$ cat src/design/tpcr_pkg.sv
// Shared types, codes and constants of the text packet command receiver.
`default_nettype none

package tpcr_pkg;

    // Payload capacity default and command word lengths
    localparam int MAX_PAYLOAD_DEFAULT = 128;
    localparam logic [7:0] ON_LEN  = 8'd6;
    localparam logic [7:0] OFF_LEN = 8'd7;

    // Configuration register reset values
    localparam logic [7:0] HEADER_RESET     = 8'h40;
    localparam logic [7:0] FIRST_END_RESET  = 8'h0D;
    localparam logic [7:0] SECOND_END_RESET = 8'h0A;

    // Configuration register indexes
    typedef logic [1:0] cfg_index_t;
    localparam cfg_index_t REG_HEADER     = 2'd0;
    localparam cfg_index_t REG_FIRST_END  = 2'd1;
    localparam cfg_index_t REG_SECOND_END = 2'd2;

    // Event queue depth
    localparam int QUEUE_DEPTH = 4;

    typedef enum logic [1:0] {
        CMD_ON      = 2'd0,
        CMD_OFF     = 2'd1,
        CMD_UNKNOWN = 2'd2
    } cmd_code_t;

    typedef enum logic [1:0] {
        EV_OPEN  = 2'd0,
        EV_DATA  = 2'd1,
        EV_CLOSE = 2'd2
    } ev_kind_t;

    typedef struct packed {
        ev_kind_t   kind;
        logic [7:0] data;
    } event_t;

    // Characters of "LED_ON", indexed by payload position
    function automatic logic [7:0] on_char(input logic [2:0] idx);
        logic [7:0] c;
        unique case (idx)
            3'd0:    c = 8'h4C;
            3'd1:    c = 8'h45;
            3'd2:    c = 8'h44;
            3'd3:    c = 8'h5F;
            3'd4:    c = 8'h4F;
            3'd5:    c = 8'h4E;
            default: c = 8'h00;
        endcase
        return c;
    endfunction

    // Characters of "LED_OFF", indexed by payload position
    function automatic logic [7:0] off_char(input logic [2:0] idx);
        logic [7:0] c;
        unique case (idx)
            3'd0:    c = 8'h4C;
            3'd1:    c = 8'h45;
            3'd2:    c = 8'h44;
            3'd3:    c = 8'h5F;
            3'd4:    c = 8'h4F;
            3'd5:    c = 8'h46;
            3'd6:    c = 8'h46;
            default: c = 8'h00;
        endcase
        return c;
    endfunction

endpackage

`default_nettype wire

$ cat src/design/tpcr_ifs.sv
// Channel interfaces: received bytes, packet results and configuration writes.
`default_nettype none

interface tpcr_rx_if;
    logic       valid;
    logic       ready;
    logic [7:0] rx_byte;

    modport source (output valid, output rx_byte, input ready);
    modport sink (input valid, input rx_byte, output ready);
endinterface

interface tpcr_result_if;
    logic       valid;
    logic       ready;
    logic [1:0] command_code;
    logic       led_lit;
    logic [7:0] payload_length;
    logic       overflow;

    modport source (output valid, output command_code, output led_lit,
                    output payload_length, output overflow, input ready);
    modport sink (input valid, input command_code, input led_lit,
                  input payload_length, input overflow, output ready);
endinterface

interface tpcr_cfg_if;
    logic                  valid;
    logic                  ready;
    tpcr_pkg::cfg_index_t  index;
    logic [7:0]            data;

    modport source (output valid, output index, output data, input ready);
    modport sink (input valid, input index, input data, output ready);
endinterface

`default_nettype wire

$ cat src/design/text_packet_command_receiver_top.sv
// Top level of the text packet command receiver.
// Accepts one received byte per clock cycle on rx; sustained rate is one byte
// per cycle while the queue is not full. A front end tracks framing (header,
// payload, first and second end bytes) and pushes open, data and close events
// into a four-entry queue; a packet engine drains one event per cycle unless a
// close meets a full result register, matching the payload against "LED_ON"
// and "LED_OFF" and counting bytes up to MAX_PAYLOAD. A result is registered:
// the close event queues behind any earlier events, is loaded into an output
// register and held there until taken; bytes keep flowing while it waits, and
// rx stalls only when the queue fills behind a result that is not taken.
// Configuration writes on cfg are always accepted; index 3 is ignored.
`default_nettype none

module text_packet_command_receiver_top #(
    parameter int MAX_PAYLOAD = tpcr_pkg::MAX_PAYLOAD_DEFAULT
) (
    input  wire logic       clk,
    input  wire logic       rst_n,
    tpcr_rx_if.sink         rx,
    tpcr_cfg_if.sink        cfg,
    tpcr_result_if.source   result
);

    logic             push_valid;
    tpcr_pkg::event_t push_ev;
    logic             queue_full;
    logic             pop_valid;
    tpcr_pkg::event_t pop_ev;
    logic             pop_ready;

    tpcr_front u_front (
        .clk        (clk),
        .rst_n      (rst_n),
        .rx         (rx),
        .cfg        (cfg),
        .queue_full (queue_full),
        .push_valid (push_valid),
        .push_ev    (push_ev)
    );

    tpcr_queue #(
        .DEPTH (tpcr_pkg::QUEUE_DEPTH)
    ) u_queue (
        .clk        (clk),
        .rst_n      (rst_n),
        .push_valid (push_valid),
        .push_ev    (push_ev),
        .full       (queue_full),
        .pop_valid  (pop_valid),
        .pop_ev     (pop_ev),
        .pop_ready  (pop_ready)
    );

    tpcr_back #(
        .MAX_PAYLOAD (MAX_PAYLOAD)
    ) u_back (
        .clk       (clk),
        .rst_n     (rst_n),
        .pop_valid (pop_valid),
        .pop_ev    (pop_ev),
        .pop_ready (pop_ready),
        .result    (result)
    );

endmodule

`default_nettype wire

$ cat src/design/tpcr_front.sv
// Front end: framing state, configuration registers and byte classification.
`default_nettype none

module tpcr_front (
    input  wire logic          clk,
    input  wire logic          rst_n,
    tpcr_rx_if.sink            rx,
    tpcr_cfg_if.sink           cfg,
    input  wire logic          queue_full,
    output logic               push_valid,
    output tpcr_pkg::event_t   push_ev
);

    typedef enum logic [1:0] {
        PH_WAIT_HDR = 2'd0,
        PH_PAYLOAD  = 2'd1,
        PH_WAIT_END = 2'd2
    } phase_t;

    phase_t     phase_reg, phase_next;
    logic [7:0] header_reg;
    logic [7:0] first_end_reg;
    logic [7:0] second_end_reg;
    logic       take;

    assign rx.ready  = !queue_full;
    assign cfg.ready = 1'b1;
    assign take      = rx.valid && rx.ready;

    always_comb
    begin
        phase_next   = phase_reg;
        push_valid   = 1'b0;
        push_ev.kind = tpcr_pkg::EV_DATA;
        push_ev.data = rx.rx_byte;
        if (take)
        begin
            unique case (phase_reg)
                PH_PAYLOAD:
                begin
                    if (rx.rx_byte == first_end_reg)
                        phase_next = PH_WAIT_END;
                    else
                        push_valid = 1'b1;
                end
                PH_WAIT_END:
                begin
                    // drop everything but the closing byte
                    if (rx.rx_byte == second_end_reg)
                    begin
                        phase_next   = PH_WAIT_HDR;
                        push_valid   = 1'b1;
                        push_ev.kind = tpcr_pkg::EV_CLOSE;
                    end
                end
                default:
                begin
                    phase_next = PH_WAIT_HDR;
                    if (rx.rx_byte == header_reg)
                    begin
                        phase_next   = PH_PAYLOAD;
                        push_valid   = 1'b1;
                        push_ev.kind = tpcr_pkg::EV_OPEN;
                    end
                end
            endcase
        end
    end

    always_ff @(posedge clk or negedge rst_n)
    begin
        if (!rst_n)
        begin
            phase_reg      <= PH_WAIT_HDR;
            header_reg     <= tpcr_pkg::HEADER_RESET;
            first_end_reg  <= tpcr_pkg::FIRST_END_RESET;
            second_end_reg <= tpcr_pkg::SECOND_END_RESET;
        end
        else
        begin
            phase_reg <= phase_next;
            if (cfg.valid && cfg.ready)
            begin
                unique case (cfg.index)
                    tpcr_pkg::REG_HEADER:     header_reg     <= cfg.data;
                    tpcr_pkg::REG_FIRST_END:  first_end_reg  <= cfg.data;
                    tpcr_pkg::REG_SECOND_END: second_end_reg <= cfg.data;
                    default: ;
                endcase
            end
        end
    end

endmodule

`default_nettype wire

$ cat src/design/tpcr_queue.sv
// Short event queue between the front end and the packet engine.
`default_nettype none

module tpcr_queue #(
    parameter int DEPTH = tpcr_pkg::QUEUE_DEPTH
) (
    input  wire logic              clk,
    input  wire logic              rst_n,
    input  wire logic              push_valid,
    input  tpcr_pkg::event_t       push_ev,
    output logic                   full,
    output logic                   pop_valid,
    output tpcr_pkg::event_t       pop_ev,
    input  wire logic              pop_ready
);

    localparam int PTR_W = (DEPTH > 1) ? $clog2(DEPTH) : 1;
    localparam int CNT_W = $clog2(DEPTH + 1);

    tpcr_pkg::event_t   mem [DEPTH];
    logic [PTR_W-1:0]   wr_ptr_reg, rd_ptr_reg;
    logic [CNT_W-1:0]   count_reg;
    logic               do_push, do_pop;

    assign full      = (count_reg == CNT_W'(DEPTH));
    assign pop_valid = (count_reg != '0);
    assign pop_ev    = mem[rd_ptr_reg];
    assign do_push   = push_valid && !full;
    assign do_pop    = pop_valid && pop_ready;

    function automatic logic [PTR_W-1:0] bump(input logic [PTR_W-1:0] p);
        logic [PTR_W-1:0] n;
        if (p == PTR_W'(DEPTH - 1))
            n = '0;
        else
            n = p + 1'b1;
        return n;
    endfunction

    always_ff @(posedge clk)
    begin
        if (do_push)
            mem[wr_ptr_reg] <= push_ev;
    end

    always_ff @(posedge clk or negedge rst_n)
    begin
        if (!rst_n)
        begin
            wr_ptr_reg <= '0;
            rd_ptr_reg <= '0;
            count_reg  <= '0;
        end
        else
        begin
            if (do_push)
                wr_ptr_reg <= bump(wr_ptr_reg);
            if (do_pop)
                rd_ptr_reg <= bump(rd_ptr_reg);
            if (do_push && !do_pop)
                count_reg <= count_reg + 1'b1;
            else if (do_pop && !do_push)
                count_reg <= count_reg - 1'b1;
        end
    end

endmodule

`default_nettype wire

$ cat src/design/tpcr_back.sv
// Packet engine: payload counting, command matching, LED state and result register.
`default_nettype none

module tpcr_back #(
    parameter int MAX_PAYLOAD = tpcr_pkg::MAX_PAYLOAD_DEFAULT
) (
    input  wire logic          clk,
    input  wire logic          rst_n,
    input  wire logic          pop_valid,
    input  tpcr_pkg::event_t   pop_ev,
    output logic               pop_ready,
    tpcr_result_if.source      result
);

    localparam logic [7:0] CAPACITY = 8'(MAX_PAYLOAD);

    logic [7:0]          count_reg;
    logic                on_alive_reg, off_alive_reg;
    logic                ovf_reg;
    logic                led_reg;
    logic                led_next;
    logic                out_valid_reg;
    tpcr_pkg::cmd_code_t code_reg, code_next;
    logic [7:0]          len_reg;
    logic                out_ovf_reg;
    logic                take;
    logic                on_hit, off_hit;

    assign result.valid          = out_valid_reg;
    assign result.command_code   = code_reg;
    assign result.led_lit        = led_reg;
    assign result.payload_length = len_reg;
    assign result.overflow       = out_ovf_reg;

    // only a close needs room in the result register
    assign pop_ready = (pop_ev.kind != tpcr_pkg::EV_CLOSE) || !out_valid_reg || result.ready;
    assign take      = pop_valid && pop_ready;

    assign on_hit  = (count_reg < tpcr_pkg::ON_LEN)
                  && (tpcr_pkg::on_char(count_reg[2:0]) == pop_ev.data);
    assign off_hit = (count_reg < tpcr_pkg::OFF_LEN)
                  && (tpcr_pkg::off_char(count_reg[2:0]) == pop_ev.data);

    always_comb
    begin
        code_next = tpcr_pkg::CMD_UNKNOWN;
        led_next  = led_reg;
        if (!ovf_reg)
        begin
            if (on_alive_reg && count_reg == tpcr_pkg::ON_LEN)
                code_next = tpcr_pkg::CMD_ON;
            else if (off_alive_reg && count_reg == tpcr_pkg::OFF_LEN)
                code_next = tpcr_pkg::CMD_OFF;
        end
        if (code_next == tpcr_pkg::CMD_ON)
            led_next = 1'b1;
        else if (code_next == tpcr_pkg::CMD_OFF)
            led_next = 1'b0;
    end

    always_ff @(posedge clk or negedge rst_n)
    begin
        if (!rst_n)
        begin
            count_reg     <= '0;
            on_alive_reg  <= 1'b1;
            off_alive_reg <= 1'b1;
            ovf_reg       <= 1'b0;
            led_reg       <= 1'b0;
            out_valid_reg <= 1'b0;
        end
        else
        begin
            if (take && pop_ev.kind == tpcr_pkg::EV_CLOSE)
                out_valid_reg <= 1'b1;
            else if (result.valid && result.ready)
                out_valid_reg <= 1'b0;
            if (take)
            begin
                unique case (pop_ev.kind)
                    tpcr_pkg::EV_OPEN:
                    begin
                        count_reg     <= '0;
                        on_alive_reg  <= 1'b1;
                        off_alive_reg <= 1'b1;
                        ovf_reg       <= 1'b0;
                    end
                    tpcr_pkg::EV_DATA:
                    begin
                        if (count_reg >= CAPACITY)
                            ovf_reg <= 1'b1;
                        else
                        begin
                            on_alive_reg  <= on_alive_reg && on_hit;
                            off_alive_reg <= off_alive_reg && off_hit;
                            count_reg     <= count_reg + 1'b1;
                        end
                    end
                    tpcr_pkg::EV_CLOSE:
                    begin
                        led_reg <= led_next;
                    end
                    default: ;
                endcase
            end
        end
    end

    // result payload, loaded on a close
    always_ff @(posedge clk)
    begin
        if (take && pop_ev.kind == tpcr_pkg::EV_CLOSE)
        begin
            code_reg    <= code_next;
            len_reg     <= count_reg;
            out_ovf_reg <= ovf_reg;
        end
    end

endmodule

`default_nettype wire

$ cat src/flat_wrapper.sv
// flat-port wrapper written by rule: the top's interface ports become plain ports
module text_packet_command_receiver_top_flat 
#(
    parameter int MAX_PAYLOAD = tpcr_pkg::MAX_PAYLOAD_DEFAULT
)
  (clk, rst_n, rx_valid, rx_rx_byte, rx_ready, cfg_valid, cfg_index, cfg_data, cfg_ready, result_valid, result_command_code, result_led_lit, result_payload_length, result_overflow, result_ready);
  tpcr_rx_if rx_i ();
  tpcr_cfg_if cfg_i ();
  tpcr_result_if result_i ();
  input  wire logic clk;
  input  wire logic rst_n;
  input wire logic [$bits(rx_i.valid)-1:0] rx_valid;
  input wire logic [$bits(rx_i.rx_byte)-1:0] rx_rx_byte;
  output wire logic [$bits(rx_i.ready)-1:0] rx_ready;
  input wire logic [$bits(cfg_i.valid)-1:0] cfg_valid;
  input wire logic [$bits(cfg_i.index)-1:0] cfg_index;
  input wire logic [$bits(cfg_i.data)-1:0] cfg_data;
  output wire logic [$bits(cfg_i.ready)-1:0] cfg_ready;
  output wire logic [$bits(result_i.valid)-1:0] result_valid;
  output wire logic [$bits(result_i.command_code)-1:0] result_command_code;
  output wire logic [$bits(result_i.led_lit)-1:0] result_led_lit;
  output wire logic [$bits(result_i.payload_length)-1:0] result_payload_length;
  output wire logic [$bits(result_i.overflow)-1:0] result_overflow;
  input wire logic [$bits(result_i.ready)-1:0] result_ready;
  assign rx_i.valid = rx_valid;
  assign rx_i.rx_byte = rx_rx_byte;
  assign rx_ready = rx_i.ready;
  assign cfg_i.valid = cfg_valid;
  assign cfg_i.index = cfg_index;
  assign cfg_i.data = cfg_data;
  assign cfg_ready = cfg_i.ready;
  assign result_valid = result_i.valid;
  assign result_command_code = result_i.command_code;
  assign result_led_lit = result_i.led_lit;
  assign result_payload_length = result_i.payload_length;
  assign result_overflow = result_i.overflow;
  assign result_i.ready = result_ready;
  text_packet_command_receiver_top #(.MAX_PAYLOAD(MAX_PAYLOAD)) u_core (.clk(clk), .rst_n(rst_n), .rx(rx_i), .cfg(cfg_i), .result(result_i));
endmodule
$ cat config.mk
export PLATFORM = sky130hd
export DESIGN_NAME = text_packet_command_receiver_top_flat
export DESIGN_NICKNAME = d
export VERILOG_FILES = /design/src/design/tpcr_pkg.sv /design/src/design/tpcr_ifs.sv /design/src/design/text_packet_command_receiver_top.sv /design/src/design/tpcr_front.sv /design/src/design/tpcr_queue.sv /design/src/design/tpcr_back.sv /design/src/flat_wrapper.sv
export SDC_FILE = /design/constraint.sdc
export NUM_CORES = 1
export LEC_CHECK = 0
export ABC_AREA = 0
export BUFFER_PORTS_ARGS = -buffer_cell sky130_fd_sc_hd__buf_2
export CORE_MARGIN = 1.5
export CORE_UTILIZATION = 25
export DETAILED_ROUTE_END_ITERATION = 12
export PLACE_DENSITY = 0.51
export SYNTH_ARGS = -nofsm -noshare
export SYNTH_HDL_FRONTEND = slang
export SYNTH_SLANG_ARGS = --single-unit
$ cat constraint.sdc
create_clock -name clk -period 3.6 [get_ports clk]
set_input_delay 0.54 -clock clk [delete_from_list [all_inputs] [get_ports clk]]
set_output_delay 0.54 -clock clk [all_outputs]
set_load 0.01 [all_outputs]
# --- Word level (Yosys, flattened, before mapping) ---
# Memory sizes are Yosys's and may differ from the RTL's.
# Cells that the tools add are included.
# Widths: inputs -> output; s select.
op_classes:
  addsub: 5
  magnitude_cmp: 3
  eq_ne: 28
  n_mux: 36
  reduce_logical: 36
op_table:
  columns: ["operator", "count"]
  rows:
  - ["$pmux 7 s6", 2]
  - ["$eq 8x8->1", 5]
  - ["$mux 2", 9]
  - ["$eq 8x3->1 const B", 2]
  - ["$lt 8x3->1 const B", 2]
  - ["$pmux 8 s2", 1]
  - ["$mux 1", 15]
  - ["$logic_and 1x1->1", 13]
  - ["$eq 3x3->1 const B", 4]
  - ["$reduce_and 3->1", 4]
  - ["$eq 2x2->1 const B", 5]
  - ["$ne 2x2->1 const B", 5]
  - ["$add 8x1->8 const B", 1]
  - ["$eq 2x1->1 const B", 4]
  - ["$ge 8x8->1 const B", 1]
  - ["$mux 8", 1]
  - ["$pmux 1 s2", 4]
  - ["$pmux 2 s2", 2]
  - ["$reduce_bool 2->1", 4]
  - ["$eq 3x2->1 const B", 2]
  - ["$logic_not 2->1", 3]
  - ["$mux 3", 2]
  - ["$reduce_and 2->1", 3]
  - ["$add 2x1->2 const B", 2]
  - ["8 further kinds", 12]
totals:
  regBits: 57
  ram_bits: 40
  output_inout_bits: 15
  word_cells: 125
  n_memories: 1
mem_list:
  columns: ["name", "words", "word_bits", "read_ports", "rd_clocked_by_memory_dff", "wr", "line", "source"]
  rows:
  - ["u_core.u_queue.mem", 4, 10, 1, 0, 1, "tpcr_queue.sv:20", "tpcr_pkg::event_t mem [DEPTH];"]

# --- Logic depth before layout (Yosys ltp) ---
# Gate-level depths: netlist (run 1).
logic_depth:
  depth_word: 9
  ltp_mapped: 12
  mapped_depth_nobuf: 12

# --- Modules after synthesis ---
# From an unflattened synthesis (run 1), not the netlist that was laid out.
hier_totals:
  hier_cells: 328
  area_unflattened_um2: 4664.5
by_module_without_submodules:
  columns: ["mod", "n_inst", "cells_per_inst", "area_each_um2", "seq_area_each_um2"]
  rows:
  - ["tpcr_queue", 1, 89, 1929.4, 1376.3]
  - ["tpcr_front", 1, 114, 1408.9, 658.1]
  - ["tpcr_back", 1, 125, 1326.3, 658.1]

# --- Least setup slack after synthesis (run 1) ---
# No wires, ideal clock.
synth_path:
  kind: "input -> register"
  start: "input port rx_rx_byte[1]"
  end: "register u_core.u_queue.count_reg[2]"
  setup_time_ns: 0.079
  arrival_ns: 2.595
  required_time_ns: 3.521
  path_slack_ns: 0.925
  stages: 11
  path_cell_list: "xor2_1 nor4_1 nand4_1 a21o_1 a21oi_2 ha_1 inv_1 fa_1 xor2_1 nor2_1 xor2_1"
synth_between:
  elab_chain_len: 8
synth_rtl:
  columns: ["element", "line", "source"]
  rows:
  - ["start, declared", "flat_wrapper.sv:13", "input wire logic [$bits(rx_i.rx_byte)-1:0] rx_rx_byte;"]
  - ["$eq 8x8->1, on equally long branches", "tpcr_front.sv:59, tpcr_front.sv:41, tpcr_front.sv:49", null]
  - ["$mux 1, on equally long branches", "tpcr_front.sv:59, tpcr_front.sv:41, tpcr_front.sv:49", null]
  - ["$pmux 1 s2 (*)", "tpcr_front.sv:38", "unique case (phase_reg)"]
  - ["$mux 1 (*)", "tpcr_front.sv:36", "if (take)"]
  - ["$logic_and 1x1->1 (*)", "tpcr_queue.sv:28", "assign do_push = push_valid && !full;"]
  - ["named net u_core.u_queue.do_push", "tpcr_queue.sv:23", "logic do_push, do_pop;"]
  - ["$logic_not 1->1", "tpcr_queue.sv:62", "else if (do_pop && !do_push)"]
  - ["$logic_and 1x1->1", "tpcr_queue.sv:62", null]
  - ["$reduce_bool 2->1 (no source line)", null, null]
  - ["end signal, assigned", "tpcr_queue.sv:61", "count_reg <= count_reg + 1'b1;"]
  - ["end signal, assigned", "tpcr_queue.sv:63", "count_reg <= count_reg - 1'b1;"]
  - ["end, declared", "tpcr_queue.sv:22", "logic [CNT_W-1:0] count_reg;"]
# Mark *: on every way through the listed nets, which the timed path passes. The rest lies on a longest branch.
# A chain may end at the register's enable or synchronous reset.

# --- Worst setup path after layout (run 1) ---
layout_path:
  start: "register u_core.u_front.second_end_reg[1]"
  end: "register u_core.u_queue.count_reg[2]"
layout_between:
  elab_chain_len: 8
layout_rtl:
  columns: ["element", "line", "source"]
  rows:
  - ["start, declared", "tpcr_front.sv:23", "logic [7:0] second_end_reg;"]
  - ["start signal, assigned", "tpcr_front.sv:77", "second_end_reg <= tpcr_pkg::SECOND_END_RESET;"]
  - ["start signal, assigned", "tpcr_front.sv:87", "tpcr_pkg::REG_SECOND_END: second_end_reg <= cfg.data;"]
  - ["$eq 8x8->1 (*)", "tpcr_front.sv:49", "if (rx.rx_byte == second_end_reg)"]
  - ["$mux 1 (*)", "tpcr_front.sv:49", null]
  - ["$pmux 1 s2 (*)", "tpcr_front.sv:38", null]
  - ["$mux 1 (*)", "tpcr_front.sv:36", null]
  - ["$logic_and 1x1->1 (*)", "tpcr_queue.sv:28", null]
  - ["named net u_core.u_queue.do_push", "tpcr_queue.sv:23", null]
  - ["$logic_not 1->1", "tpcr_queue.sv:62", null]
  - ["$logic_and 1x1->1", "tpcr_queue.sv:62", null]
  - ["$reduce_bool 2->1 (no source line)", null, null]
# Marks and branches as above.

==> flow_metrics.tcl, run 1 <==
set metrics [dict create \
    globalplace.congestion 0.7424 \
    crit_type "flop to flop" \
    grt_pass1_wl_mm 14.29 \
    vias_per_cell 4.315 \
    async_reset_ff_frac 0.4742 \
    max_stage_delay_ps 540 \
    crit_top_cell "xor2_1" \
    core_sq_um 17240 \
    vias 2537 \
    avgSynthCellArea_sq_um 14.04 \
    path_cells "xor2_1 -> nor4_1 -> nand4_1 -> a21o_1 -> a21oi_2 -> ha_1 -> inv_1 -> fa_1 -> xor2_1 -> nor2_1 -> xor2_1" \
    reg2reg_to "u_core.u_queue.count_reg[2]" \
    largest-register "u_core.u_queue.mem" \
    cts.repair.resized 0 \
    timing.setup.tns_ps 0 \
    relSlewSlack 0.2919 \
    setup_viol 0 \
    rr_startpoint "u_core.u_front.second_end_reg[1]" \
    netlist_area_sq_um 4408 \
    antenna_found_initial 0 \
    pin_count 38 \
    status "completed" \
    cts_setup_buffers 0 \
    cts_buffers 9 \
    seq_area_frac_synth 0.6108 \
    synth_common_cells "edfxtp_1, dfrtp_1, mux2_2" \
    dpl.hpwl_mm 6.237 \
    endpoint_kind "flop" \
    cp_top_family "simple AND/OR/NAND/NOR gates" \
    ir_worst_vdd_mv 0.2223 \
    drt_pre_antenna_iters 4 \
    clock-root-buffer "clkbuf_16" \
    hp-class "primary input to asynchronous set/reset pin" \
    grt_max_degree 47 \
    finalNonFillerCells 588 \
    final_hold_viol_count 0 \
    ys.flop_type "edfxtp_1" \
    cts-hold-fix-buffers 0 \
    drt-initial-drc-count 122 \
    ys.warnings.count 0 \
    leakagePower_nw 1.935 \
    cts_tree "done" \
    yosysTopAreaCellShare 0.3474 \
    fp-row-count 48 \
    arrival_ps 3100 \
    yosysTopAreaCell "edfxtp_1" \
    rsz0062_at_grt "false" \
    htreeDepth 3 \
    clock_tree.buffer_depth 2 \
    die_area_sq_um 18440 \
    wl_per_cell_um 14.46 \
    area_delta_synth_final_pct 16.61 \
    grt_pass1_vias 2698 \
    clk_latency_ps 350 \
    ys_seq_elements 97 \
    cts_num_sinks 97 \
    yosysMostFrequentCell "edfxtp_1" \
    largest_reg_flops 40 \
    reg2regPathDepth 11 \
    crit_buf_inv 1 \
    synth_cells 314 \
    synth_edf_count 51 \
    drc_errors 0 \
    worst-path-stages 11 \
    required_ps 3870 \
    crit_path_start "u_core.u_front.second_end_reg[1]" \
    syn_nets 351 \
    cp-endpoint "u_core.u_queue.count_reg[2]" \
    cap_violations 0 \
    crit_fanout 7 \
    tightest_slew_ps 1062 \
    nets 395 \
    rrSetupSlack_ps 770 \
    wirelength_mm 8.504 \
    maxSlewViolCount 0 \
    crit_slowest_cell "dfstp_2" \
    max_freq_ghz 0.3533 \
    finalCritPeriodShare 0.7863 \
    n_antenna_cell 0 \
    grt_usage 0.1029 \
    yosys-top-cells-area "edfxtp_1, dfrtp_1, mux2_2, dfstp_2, mux4_2" \
    start_util 0.2557 \
    layout-drive-gt1-share 0.2920 \
    ys_types 45 \
    final.min_clock_period_ps 2831 \
    ant_nets 0 \
    port_buffers 36 \
    place_inst 572 \
    path_clk_slew_ps 70 \
    overflow 0 \
    fin_skew_ps 9.334 \
    start_kind "flop" \
    die_h_um 135.8 \
    die_x_um 135.8 \
    cellPowerDensity_nw_per_um2 675.0 \
]
[worst min path at each step]
stage,end,slack (ps)
2_1_floorplan,u_core.u_back.count_reg[0],240
3_3_place_gp,u_core.u_back.off_alive_reg,480
3_5_place_dp,u_core.u_queue.count_reg[2],490
4_1_cts,u_core.u_front.header_reg[2],410
5_1_grt,u_core.u_front.second_end_reg[0],440
6_report,u_core.u_front.header_reg[2],380
[layout make-up]
type | instances | area, sq um
multi-input cells | 200 | 1635
clock inverters | 7 | 65.06
clock buffers | 9 | 225.2
repair buffers | 38 | 195.2
fillers | 1773 | 12100
flip-flops and latches | 97 | 2693
well taps | 225 | 281.5
inverters | 12 | 45.04
[report_power, final]
group / switching (mW) / leakage, nW / internal [mW] / total (mW)
Clock: 0.438 / 0.139 / 0.483 / 0.921
Combinational: 0.503 / 0.782 / 0.473 / 0.976
Sequential: 0.185 / 1.01 / 1.39 / 1.57
Total: 1.13 / 1.94 / 2.34 / 3.47
[logic make-up (layout without fill, tap and decap cells)]
kind of cell | Yosys count | after routing | share of synthesized area
xor gates and xnor gates | 33 | 33 | 0.06557
buffers and inverters | 17 | 66 | 0.01816
and+or+nand+nor | 81 | 81 | 0.09509
adders and majority gates | 14 | 14 | 0.04144
muxes | 41 | 41 | 0.1249
other | 1 | 1 | 0.0008507
AOI/OAI and AO/OA | 30 | 30 | 0.04314
DFF | 97 | 97 | 0.6108
[layout by cell type (no fill, tap or decap), types with 2 or more instances in the layout]
cell / Yosys / routed
a211oi_1: 2 / 2
nor2_1: 18 / 18
and2_1: 4 / 4
clkbuf_16: 0 / 9
edfxtp_1: 51 / 51
nor2b_1: 3 / 3
nor3_1: 9 / 9
nand3b_1: 2 / 2
inv_6: 0 / 2
xnor2_1: 20 / 20
dfstp_2: 8 / 8
o31ai_1: 3 / 3
xor2_1: 13 / 13
mux2_2: 32 / 32
inv_1: 12 / 12
nand4_1: 8 / 8
or3_1: 3 / 3
dfrtp_1: 38 / 38
buf_2: 1 / 36
a21oi_1: 11 / 11
mux4_2: 8 / 8
ha_1: 13 / 13
nand3_1: 4 / 4
or2_2: 2 / 2
nand2_1: 19 / 19
o21ai_0: 5 / 5
buf_4: 2 / 2
a21o_1: 2 / 2
nand2b_1: 3 / 3
[metal layers]
| metal | wire length, um | up-vias | GRT usage |
|---|---|---|---|
| met1 | 3794 | 1243 | 0.1229 |
| met3 | 414 | 12 | 0.03479 |
| li1 | - | 1230 | - |
| met2 | 4184 | 52 | 0.1754 |
| met4 | 110 | 0 | 0.02987 |
| met5 | 0 | - | 0 |
[metrics by stage]
step                      hold slack, ps    util  power (mW)  setup WS, ps  area [sq um]
after floorplan                    244.4       -       2.300         925.3          4408
after detailed placement           492.1  0.2814       2.588         476.0          4850
final                              380.8  0.2982       3.470         769.3          5140
after global placement             484.8  0.2814       2.556         497.4          4850
after global routing               440.1  0.2982       3.728         556.0          5140
after CTS                          413.8  0.2982       3.529         718.7          5140
No activity file was read; power rests on OpenSTA's default activity.
==> inputs of run 2 (changes only) <==
Settings changed: ABC_AREA 0 to 1.
Clock period 3.6 ns to 2.85 ns, I/O delays scaled along.
==> run 2 against run 1 <==
Power grew 42%. Critical path depth grew 2. Routed wire length grew 13%. Clock power grew 41%. Clock skew shrank 2.1 ps. Register-to-register slack lost 340 ps. First-iteration DRC count grew 18%. Global-route usage grew 0.19 points. Die area grew 7.5%. Synthesized cell count grew 62%. Sequential power grew 25%.
==> flow_metrics.tcl, run 2 <==
set metrics [dict create \
    rsz0062_at_grt "false" \
    vias_per_cell 4.220 \
    cellPowerDensity_nw_per_um2 890.5 \
    drt_pre_antenna_iters 4 \
    synth_edf_count 51 \
    final_hold_viol_count 0 \
    leakagePower_nw 2.435 \
    path_cells "xnor2_1 -> nand2_1 -> nor2_1 -> nand3_1 -> nand3_1 -> nand2_1 -> inv_1 -> ha_1 -> inv_1 -> fa_1 -> a21oi_1 -> o21ai_0 -> xor2_1" \
    final.min_clock_period_ps 2423 \
    synth_common_cells "nand2_1, inv_1, edfxtp_1" \
    required_ps 3080 \
    final_common_cell "nand2_1" \
    cts_buffers 9 \
    cts_tree "done" \
    yosysMostFrequentCell "nand2_1" \
    max_freq_ghz 0.4128 \
    ys_seq_elements 97 \
    ys_types 32 \
    yosysTopAreaCell "edfxtp_1" \
    drt-initial-drc-count 144 \
    core_sq_um 18640 \
    n_antenna_cell 0 \
    crit_type "flop to flop" \
    syn_nets 545 \
    ant_nets 0 \
    ys.flop_type "edfxtp_1" \
    power_switching_share 0.3730 \
    register_area_sq_um 2693 \
    fillers 1975 \
    path_clk_slew_ps 80 \
    nets 592 \
    pin_count 38 \
    cap_violations 0 \
    internal_power_mw 3.097 \
    maxSlewViolCount 0 \
    grt_max_degree 46 \
    netlist_area_sq_um 4745 \
    cts_setup_buffers 0 \
    grt_usage 0.1048 \
    comb_power_share 0.340 \
    largest_reg_flops 40 \
    timing.setup.tns_ps 0 \
    synth_cells 508 \
    power.switching_mw 1.842 \
    fin_skew_ps 7.236 \
    cts.repair.resized 0 \
    ys.warnings.count 0 \
    htreeDepth 3 \
    multi_input_area_sq_um 1749 \
    grt_pass1_vias 3313 \
    yosysTopAreaCellShare 0.3228 \
    wirelength_mm 9.571 \
    mostFrequentLayoutCells "nand2_1, inv_1, edfxtp_1, nand3_1, dfrtp_1" \
    avgSynthCellArea_sq_um 9.340 \
    power_frac_clock 0.263 \
    layout-drive-gt1-share 0.1429 \
    crit_buf_inv 2 \
    clock-root-buffer "clkbuf_16" \
    start_kind "flop" \
    grt_pass1_wl_mm 16.13 \
    cp_top_family "simple AND/OR/NAND/NOR gates" \
    clk_latency_ps 350 \
    fp-row-count 50 \
    area_delta_synth_final_pct 16.90 \
    endpoint_kind "flop" \
    finalCritPeriodShare 0.8501 \
    dpl.hpwl_mm 7.036 \
    crit_fanout 3 \
    cts_num_sinks 97 \
    vias 3351 \
    crit_slowest_cell "dfstp_2" \
    seqPwrFrac 0.397 \
    final_cell_area_sq_um 5547 \
    largest-register "u_core.u_queue.mem" \
    dpl_cell_area_sq_um 5219 \
    seq_area_frac_synth 0.5675 \
    overflow 0 \
    max_stage_delay_ps 540 \
    arrival_ps 2650 \
    hp-class "primary input to asynchronous set/reset pin" \
    yosys-top-cells-area "edfxtp_1, dfrtp_1, nand2_1, inv_1, nand3_1" \
    ir_worst_vdd_mv 0.4151 \
    wl_per_cell_um 12.05 \
    die_area_sq_um 19810 \
    tightest_slew_ps 1061 \
    die_x_um 140.8 \
    drc_errors 0 \
    globalplace.congestion 0.7476 \
    start_util 0.2545 \
    relSlewSlack 0.2930 \
    port_buffers 36 \
    setup_viol 0 \
    die_h_um 140.8 \
    clock_tree.buffer_depth 2 \
    antenna_found_initial 0 \
    cts-hold-fix-buffers 0 \
    async_reset_ff_frac 0.4742 \
    status "completed" \
]
==> run 2: cell types whose count changed after synthesis, moves of 7 or more <==
cell	previous run	this run
nand2_1	19	143
inv_1	12	60
nand3_1	4	45
mux2_2	32	0
o21ai_0	5	34
nor2_1	18	34
mux4_2	8	0
o21ai_1	0	8
xor2_1	13	6
==> run 2: cell type report <==
type	count	area share
flip-flops and latches	97	0.4854
multi-input cells	340	0.3154
well taps	234	0.05279
repair buffers	46	0.04602
inverters	61	0.04128
clock buffers	9	0.04060
clock inverters	7	0.01850
==> run 2: path summary, 6_finish.rpt <==
path	end	startpoint	slack, ps	cells after the start
worst max-delay path	u_core.u_queue.count_reg[2]	u_core.u_front.second_end_reg[3]	430	13
worst min-delay path	u_core.u_front.first_end_reg[1]	rst_n	270	1
worst max register to register	u_core.u_queue.count_reg[2]	u_core.u_front.second_end_reg[3]	430	13
worst min register to register	u_core.u_back.on_alive_reg	u_core.u_back.on_alive_reg	470	2
max in group asynchronous	u_core.u_back.on_alive_reg	rst_n	1850	2
min in group clk	u_core.u_front.first_end_reg[2]	cfg_data[2]	330	3
==> run 2: kinds of logic (layout without fill, tap and decap cells) <==
logic type,after synthesis,count (layout),synth area share
flip-flops,97,97,0.5675
AND/OR/NAND/NOR,246,246,0.2249
other,1,1,0.0007904
AO/OA/AOI/OAI,54,54,0.05828
adder cells (fa/ha/maj),14,14,0.03850
buffers and inverters,71,123,0.06382
XOR/XNOR,25,25,0.04615
==> run 2: power groups by stage <==
stage / Combinational [mW] / Clock, mW / Sequential, mW
final: 1.68 / 1.30 / 1.96
after global routing: 1.96 / 1.38 / 2.00
after CTS: 1.71 / 1.34 / 1.96
after detailed placement: 1.69 / 0 / 1.99
after global placement: 1.65 / 0 / 1.98
after floorplan: 1.29 / 0 / 1.96
==> run 2: metrics by stage <==
stage | setup slack [ps] | cells | hold slack (ps) | total power, mW | utilization
floorplan | 508.3 | 508 | 131.9 | 3.247 | -
global placement | 221.2 | 778 | 455.3 | 3.630 | 0.2799
detailed placement | 207.3 | 778 | 471.1 | 3.687 | 0.2799
CTS | 390.5 | 794 | 299.7 | 5.009 | 0.2975
global route | 102.2 | 794 | 340.5 | 5.344 | 0.2975
finish | 427.3 | 794 | 265.4 | 4.939 | 0.2975
==> run 2: metal layers <==
layer	part of all wire	GRT usage	vias up
met5	0	0	-
met4	0.015	0.03728	0
met3	0.042	0.02717	9
met2	0.47	0.1776	59
met1	0.47	0.1290	1547
li1	-	-	1736
